$ cat config.mk
export PLATFORM = sky130hd
export DESIGN_NAME = stable_min_priority_queue
export DESIGN_NICKNAME = d
export VERILOG_FILES = /design/src/rtl/spq_pkg.sv /design/src/rtl/spq_cell.sv /design/src/rtl/stable_min_priority_queue.sv
export SDC_FILE = /design/constraint.sdc
export NUM_CORES = 2
export LEC_CHECK = 0
export ABC_AREA = 0
export BUFFER_PORTS_ARGS = -buffer_cell sky130_fd_sc_hd__buf_2
export CORE_AREA = 2 2 347 349
export CTS_CLUSTER_SIZE = 28
export DETAILED_ROUTE_END_ITERATION = 8
export DIE_AREA = 0 0 349 351
export GPL_TIMING_DRIVEN = 1
export SETUP_SLACK_MARGIN = 0.05
export SLEW_MARGIN = 20
export SYNTH_ARGS = -nofsm -noshare
export SYNTH_HDL_FRONTEND = slang
export SYNTH_HIERARCHICAL = 1
export SYNTH_SLANG_ARGS = --single-unit
$ cat constraint.sdc
create_clock -name clk -period 5.7 [get_ports clk]
set_clock_uncertainty 0.05 [all_clocks]
set_input_delay 0.285 -clock clk [delete_from_list [all_inputs] [get_ports clk]]
set_output_delay 0.285 -clock clk [all_outputs]
set_load 0.01 [all_outputs]
$ cat src/rtl/spq_pkg.sv
// Shared types and codes for the stable minimum priority queue.
package spq_pkg;

  localparam logic MODE_ENQ = 1'b0;
  localparam logic MODE_DEQ = 1'b1;

  typedef enum logic [1:0] {
    STATUS_OK    = 2'd0,
    STATUS_EMPTY = 2'd1,
    STATUS_FULL  = 2'd2
  } status_t;

  typedef struct packed {
    logic enq;
    logic deq;
  } cell_ctrl_t;

endpackage

$ cat src/rtl/spq_cell.sv
// One storage cell of the sorted chain: compares against a new entry and shifts.
module spq_cell #(
  parameter int PAYLOAD_WIDTH  = 32,
  parameter int PRIORITY_WIDTH = 16
) (
  input  logic                             clk,
  input  spq_pkg::cell_ctrl_t              ctrl,
  input  logic                             occupied,
  input  logic        [PAYLOAD_WIDTH-1:0]  new_pay,
  input  logic signed [PRIORITY_WIDTH-1:0] new_pri,
  input  logic                             prev_ge,
  input  logic        [PAYLOAD_WIDTH-1:0]  prev_pay,
  input  logic signed [PRIORITY_WIDTH-1:0] prev_pri,
  input  logic        [PAYLOAD_WIDTH-1:0]  next_pay,
  input  logic signed [PRIORITY_WIDTH-1:0] next_pri,
  output logic                             ge,
  output logic        [PAYLOAD_WIDTH-1:0]  pay,
  output logic signed [PRIORITY_WIDTH-1:0] pri
);

  // The cell lies at or after the insertion point when it is free or holds a later priority.
  assign ge = !occupied || (pri > new_pri);

  always_ff @(posedge clk) begin
    if (ctrl.enq && ge) begin
      if (prev_ge) begin
        pay <= prev_pay;
        pri <= prev_pri;
      end else begin
        pay <= new_pay;
        pri <= new_pri;
      end
    end else if (ctrl.deq) begin
      pay <= next_pay;
      pri <= next_pri;
    end
  end

endmodule

$ cat src/rtl/stable_min_priority_queue.sv
// Top level of the stable minimum priority queue built as a chain of sorted cells.
//
// Each transaction (enqueue or dequeue) is accepted when start is high and busy is low, and a new one
// may be started in every cycle; busy is high only during reset. Every cell compares its
// stored priority with the incoming one in parallel and shifts towards or away from the
// head, so the rate is one transaction per cycle at any depth. The result appears on the
// cycle after acceptance, marked by done for exactly one cycle, and cannot be held off.
module stable_min_priority_queue #(
  parameter int DEPTH          = 16,
  parameter int PAYLOAD_WIDTH  = 32,
  parameter int PRIORITY_WIDTH = 16,
  localparam int CountWidth    = $clog2(DEPTH + 1)
) (
  input  logic                             clk,
  input  logic                             rst,
  input  logic                             start,
  output logic                             busy,
  input  logic                             mode,
  input  logic        [PAYLOAD_WIDTH-1:0]  payload_in,
  input  logic signed [PRIORITY_WIDTH-1:0] priority_in,
  output logic                             done,
  output logic        [PAYLOAD_WIDTH-1:0]  payload_out,
  output logic signed [PRIORITY_WIDTH-1:0] priority_out,
  output logic        [1:0]                status,
  output logic        [CountWidth-1:0]     occupancy
);

  logic [CountWidth-1:0] count;
  logic [CountWidth-1:0] count_next;
  logic                  accept;
  logic                  full;
  logic                  empty;
  spq_pkg::cell_ctrl_t   ctrl;
  spq_pkg::status_t      status_next;

  logic                             cell_ge  [DEPTH];
  logic        [PAYLOAD_WIDTH-1:0]  cell_pay [DEPTH];
  logic signed [PRIORITY_WIDTH-1:0] cell_pri [DEPTH];

  assign busy   = rst;
  assign accept = start && !busy;
  assign full   = (count == CountWidth'(DEPTH));
  assign empty  = (count == '0);

  always_comb begin
    ctrl        = '0;
    status_next = spq_pkg::STATUS_OK;
    count_next  = count;
    if (accept) begin
      if (mode == spq_pkg::MODE_ENQ) begin
        if (full) begin
          status_next = spq_pkg::STATUS_FULL;
        end else begin
          ctrl.enq   = 1'b1;
          count_next = count + CountWidth'(1);
        end
      end else begin
        if (empty) begin
          status_next = spq_pkg::STATUS_EMPTY;
        end else begin
          ctrl.deq   = 1'b1;
          count_next = count - CountWidth'(1);
        end
      end
    end
  end

  for (genvar i = 0; i < DEPTH; i++) begin : g_cell
    logic                             prev_ge;
    logic        [PAYLOAD_WIDTH-1:0]  prev_pay;
    logic signed [PRIORITY_WIDTH-1:0] prev_pri;
    logic        [PAYLOAD_WIDTH-1:0]  next_pay;
    logic signed [PRIORITY_WIDTH-1:0] next_pri;

    if (i == 0) begin : g_head
      assign prev_ge  = 1'b0;
      assign prev_pay = payload_in;
      assign prev_pri = priority_in;
    end else begin : g_body
      assign prev_ge  = cell_ge[i-1];
      assign prev_pay = cell_pay[i-1];
      assign prev_pri = cell_pri[i-1];
    end

    if (i == DEPTH - 1) begin : g_tail
      assign next_pay = cell_pay[i];
      assign next_pri = cell_pri[i];
    end else begin : g_mid
      assign next_pay = cell_pay[i+1];
      assign next_pri = cell_pri[i+1];
    end

    spq_cell #(
      .PAYLOAD_WIDTH (PAYLOAD_WIDTH),
      .PRIORITY_WIDTH(PRIORITY_WIDTH)
    ) u_cell (
      .clk     (clk),
      .ctrl    (ctrl),
      .occupied(CountWidth'(i) < count),
      .new_pay (payload_in),
      .new_pri (priority_in),
      .prev_ge (prev_ge),
      .prev_pay(prev_pay),
      .prev_pri(prev_pri),
      .next_pay(next_pay),
      .next_pri(next_pri),
      .ge      (cell_ge[i]),
      .pay     (cell_pay[i]),
      .pri     (cell_pri[i])
    );
  end

  always_ff @(posedge clk) begin
    if (rst) begin
      count <= '0;
      done  <= 1'b0;
    end else begin
      count <= count_next;
      done  <= accept;
    end
  end

  always_ff @(posedge clk) begin
    payload_out  <= ctrl.deq ? cell_pay[0] : '0;
    priority_out <= ctrl.deq ? cell_pri[0] : '0;
    status       <= status_next;
    occupancy    <= count_next;
  end

endmodule

==> results.toml <==
[clocking]
cts-root-buf = "clkbuf_16"
postCtsResizedCells = 0
cts_sinks = 829
tritoncts = "done"
post_cts_buffers = 0
cts-root-to-sink-buffers = 3
clk_pin_slew_worst_paths_ps = 60
later_pin_clock_latency_in_the_skew_report_ps = 680
cts_made_buffers = 94
htree_num_levels = 3

[route]
post-route-drc-count = 0
route.detailed.wl_per_inst_um = 20.9
postRouteWirelength_um = 122000
final_antenna_net_count = 0
routed-via-count = 33184
avgViaCountPerCell = 5.66
detailedRoute.firstPassIterationCount = 6
detailed_route_iter0_violations = 2315

[die]
placeableCoreArea_um2 = 119000
floorplan.io_pins = 109
initial_core_utilization_pct = 44.6
core.rowCount = 127
die_h_um = 351
fp.dieArea_um2 = 122000
die_w_um = 349

[global_route]
gr-total-overflow = 0
grt_pass1_vias = 33318
number_of_antenna_violations_at_the_first_check_in_global_routing = 1
track_usage_pct = 19.7
first_pass_grt_wire_length_um = 194000
grt_max_degree = 104

[status]
status = "completed"

[power]
cellPowerDensity_nw_per_um2 = 315
peak_vdd_ir_mv = 0.219
power_leakage_nw = 22.9

[placement]
place_congestion = 0.845
place_hpwl_um = 89400
numPortBuffers = 108
detailed_place.area_um2 = 54500

[setup_path]
timing.rr.end = "g_cell[3].u_cell/pay[17]"
critical-path-top-delay-family = "simple AND/OR/NAND/NOR gates"
crit_path_start_kind = "flop"
worst-endpoint-arrival_ps = 4470
worstPathMaxFanout = 43
timing.rr.start = "count[1]"
timing.reg2reg.setup_slack_ps = 1560
worstSetupPathType = "reg2reg"
worst-path-buf-inv = 3
critical_path_required_time_ps = 6030
timing.critical_path.slowest_stage_cell = "or2_2"
critical_path.max_stage_delay_ps = 720
timing.reg2reg.worst_path_depth = 9
end_kind = "flop"
critPathMostFrequentCell = "buf_4"
cp_cell_sequence = "inv_1, ha_1, nand3_1, and2_4, buf_4, nand3b_1, nand4_4, or2_2, buf_4"

[timing]
final-setup-viol-count = 0
worstMarginPinSlew_ps = 1100
final_hold_viol_count = 0
final_min_period_over_clock_period_pct = 72.7
post_route_setup_tns_ps = 0
finalCriticalPeriod_ps = 4140
rsz0062_at_grt = "false"
worst_slew_margin_rel_pct = 26.4
fmax_mhz = 241
report.final.slew_viol_count = 0

[hold_path]
hold_start = "payload_in[22]"
whs_path_depth = 3
hold_path_class = "in2reg"
worstHoldEndpoint = "g_cell[5].u_cell/pay[22]"

[finish]
final_area_um2 = 57500
design.final.nets = 4546
area_growth_pct = 8.28
drive_above_1_share_pct = 33.2

[yosys]
post_synth.cell_area_avg_um2 = 12.4
synth.cell_area_um2 = 53100
mappedNetlistNets = 4578
yosysWarnings = 6
postSynthCellCount = 4266

[job]
timing.max_cap.violations = 0
layout make-up:
type	instances	area [µm²]
diodes	1	2.50
clock buffers	138	2610
clock inverters	34	347
fillers	10520	61500
inverters	284	1070
multi-input cells	2842	26000
flip-flops and latches	829	24300
well taps	1548	1940
repair buffers	183	1250
routing by layer:
metal  wire, µm  share of wire, %  global-route usage, %
met1      61500                50                   29.5
met2      52700                43                   30.0
met3       5870               4.8                   2.58
met4       2170               1.8                   4.76
met5          7            0.0057                      0
flip-flops by register name (all words and copies together), names as in the netlist:
register and count:
count 5, done 1, g_cell.u_cell/pay 512, g_cell.u_cell/pri 256
occupancy 5, payload_out 32, priority_out 16, status 2
timing repair:
| action | in CTS | in global routing |
|---|---|---|
| hold buffers | 4 | 0 |
| hold endpoints to repair | 9 | 0 |
| endpoints found under the setup margin | 0 | 0 |
worst register-to-register path: cells and delay by family, from the launching register on:
kind          cells  cell delay, ps
buf+inv           3            1180
flops             1             540
fa+ha+maj         1             280
simple gates      5            1770
how the worst max path moves through the flow:
stage	end	start	slack (ps)	cells past startpoint
global placement	g_cell[3].u_cell/pay[13]	priority_in[14]	1520	12
CTS	g_cell[15].u_cell/pay[20]	count[1]	1490	9
detailed placement	g_cell[3].u_cell/pay[13]	priority_in[14]	1510	12
floorplan	g_cell[15].u_cell/pay[0]	count[0]	1320	11
finish	g_cell[3].u_cell/pay[17]	count[1]	1560	9
global route	g_cell[3].u_cell/pay[13]	count[1]	1280	9
report_power, final:
part	total (W)	switching, W	internal, W
registers	0.00811	0.000455	0.00765
clock network	0.00595	0.00254	0.00340
logic	0.00405	0.00216	0.00189
total	0.0181	0.00515	0.0129
cells in the final DEF, fill, tap and decap left out, types with 96 or more instances in the layout:
cell type	count
nand2_1	251
edfxtp_1	768
mux2_4	99
ha_1	260
a211oi_1	142
clkbuf_16	96
buf_2	108
mux2i_1	240
o21ai_0	183
a211oi_2	111
mux2_2	792
inv_1	284
a31oi_1	241
through the flow:
step	util, %	cells	hold slack [ps]	power [W]	setup WS (ps)
finish	48.3	5859	225	0.0181	1560
global route	48.3	5858	218	0.0190	1280
CTS	48.3	5858	165	0.0183	1490
detailed placement	45.8	5682	404	0.0123	1510
global placement	45.7	5680	402	0.0122	1520
floorplan	-	4266	307	0.0112	1320
(Power assumes the default switching activity.)
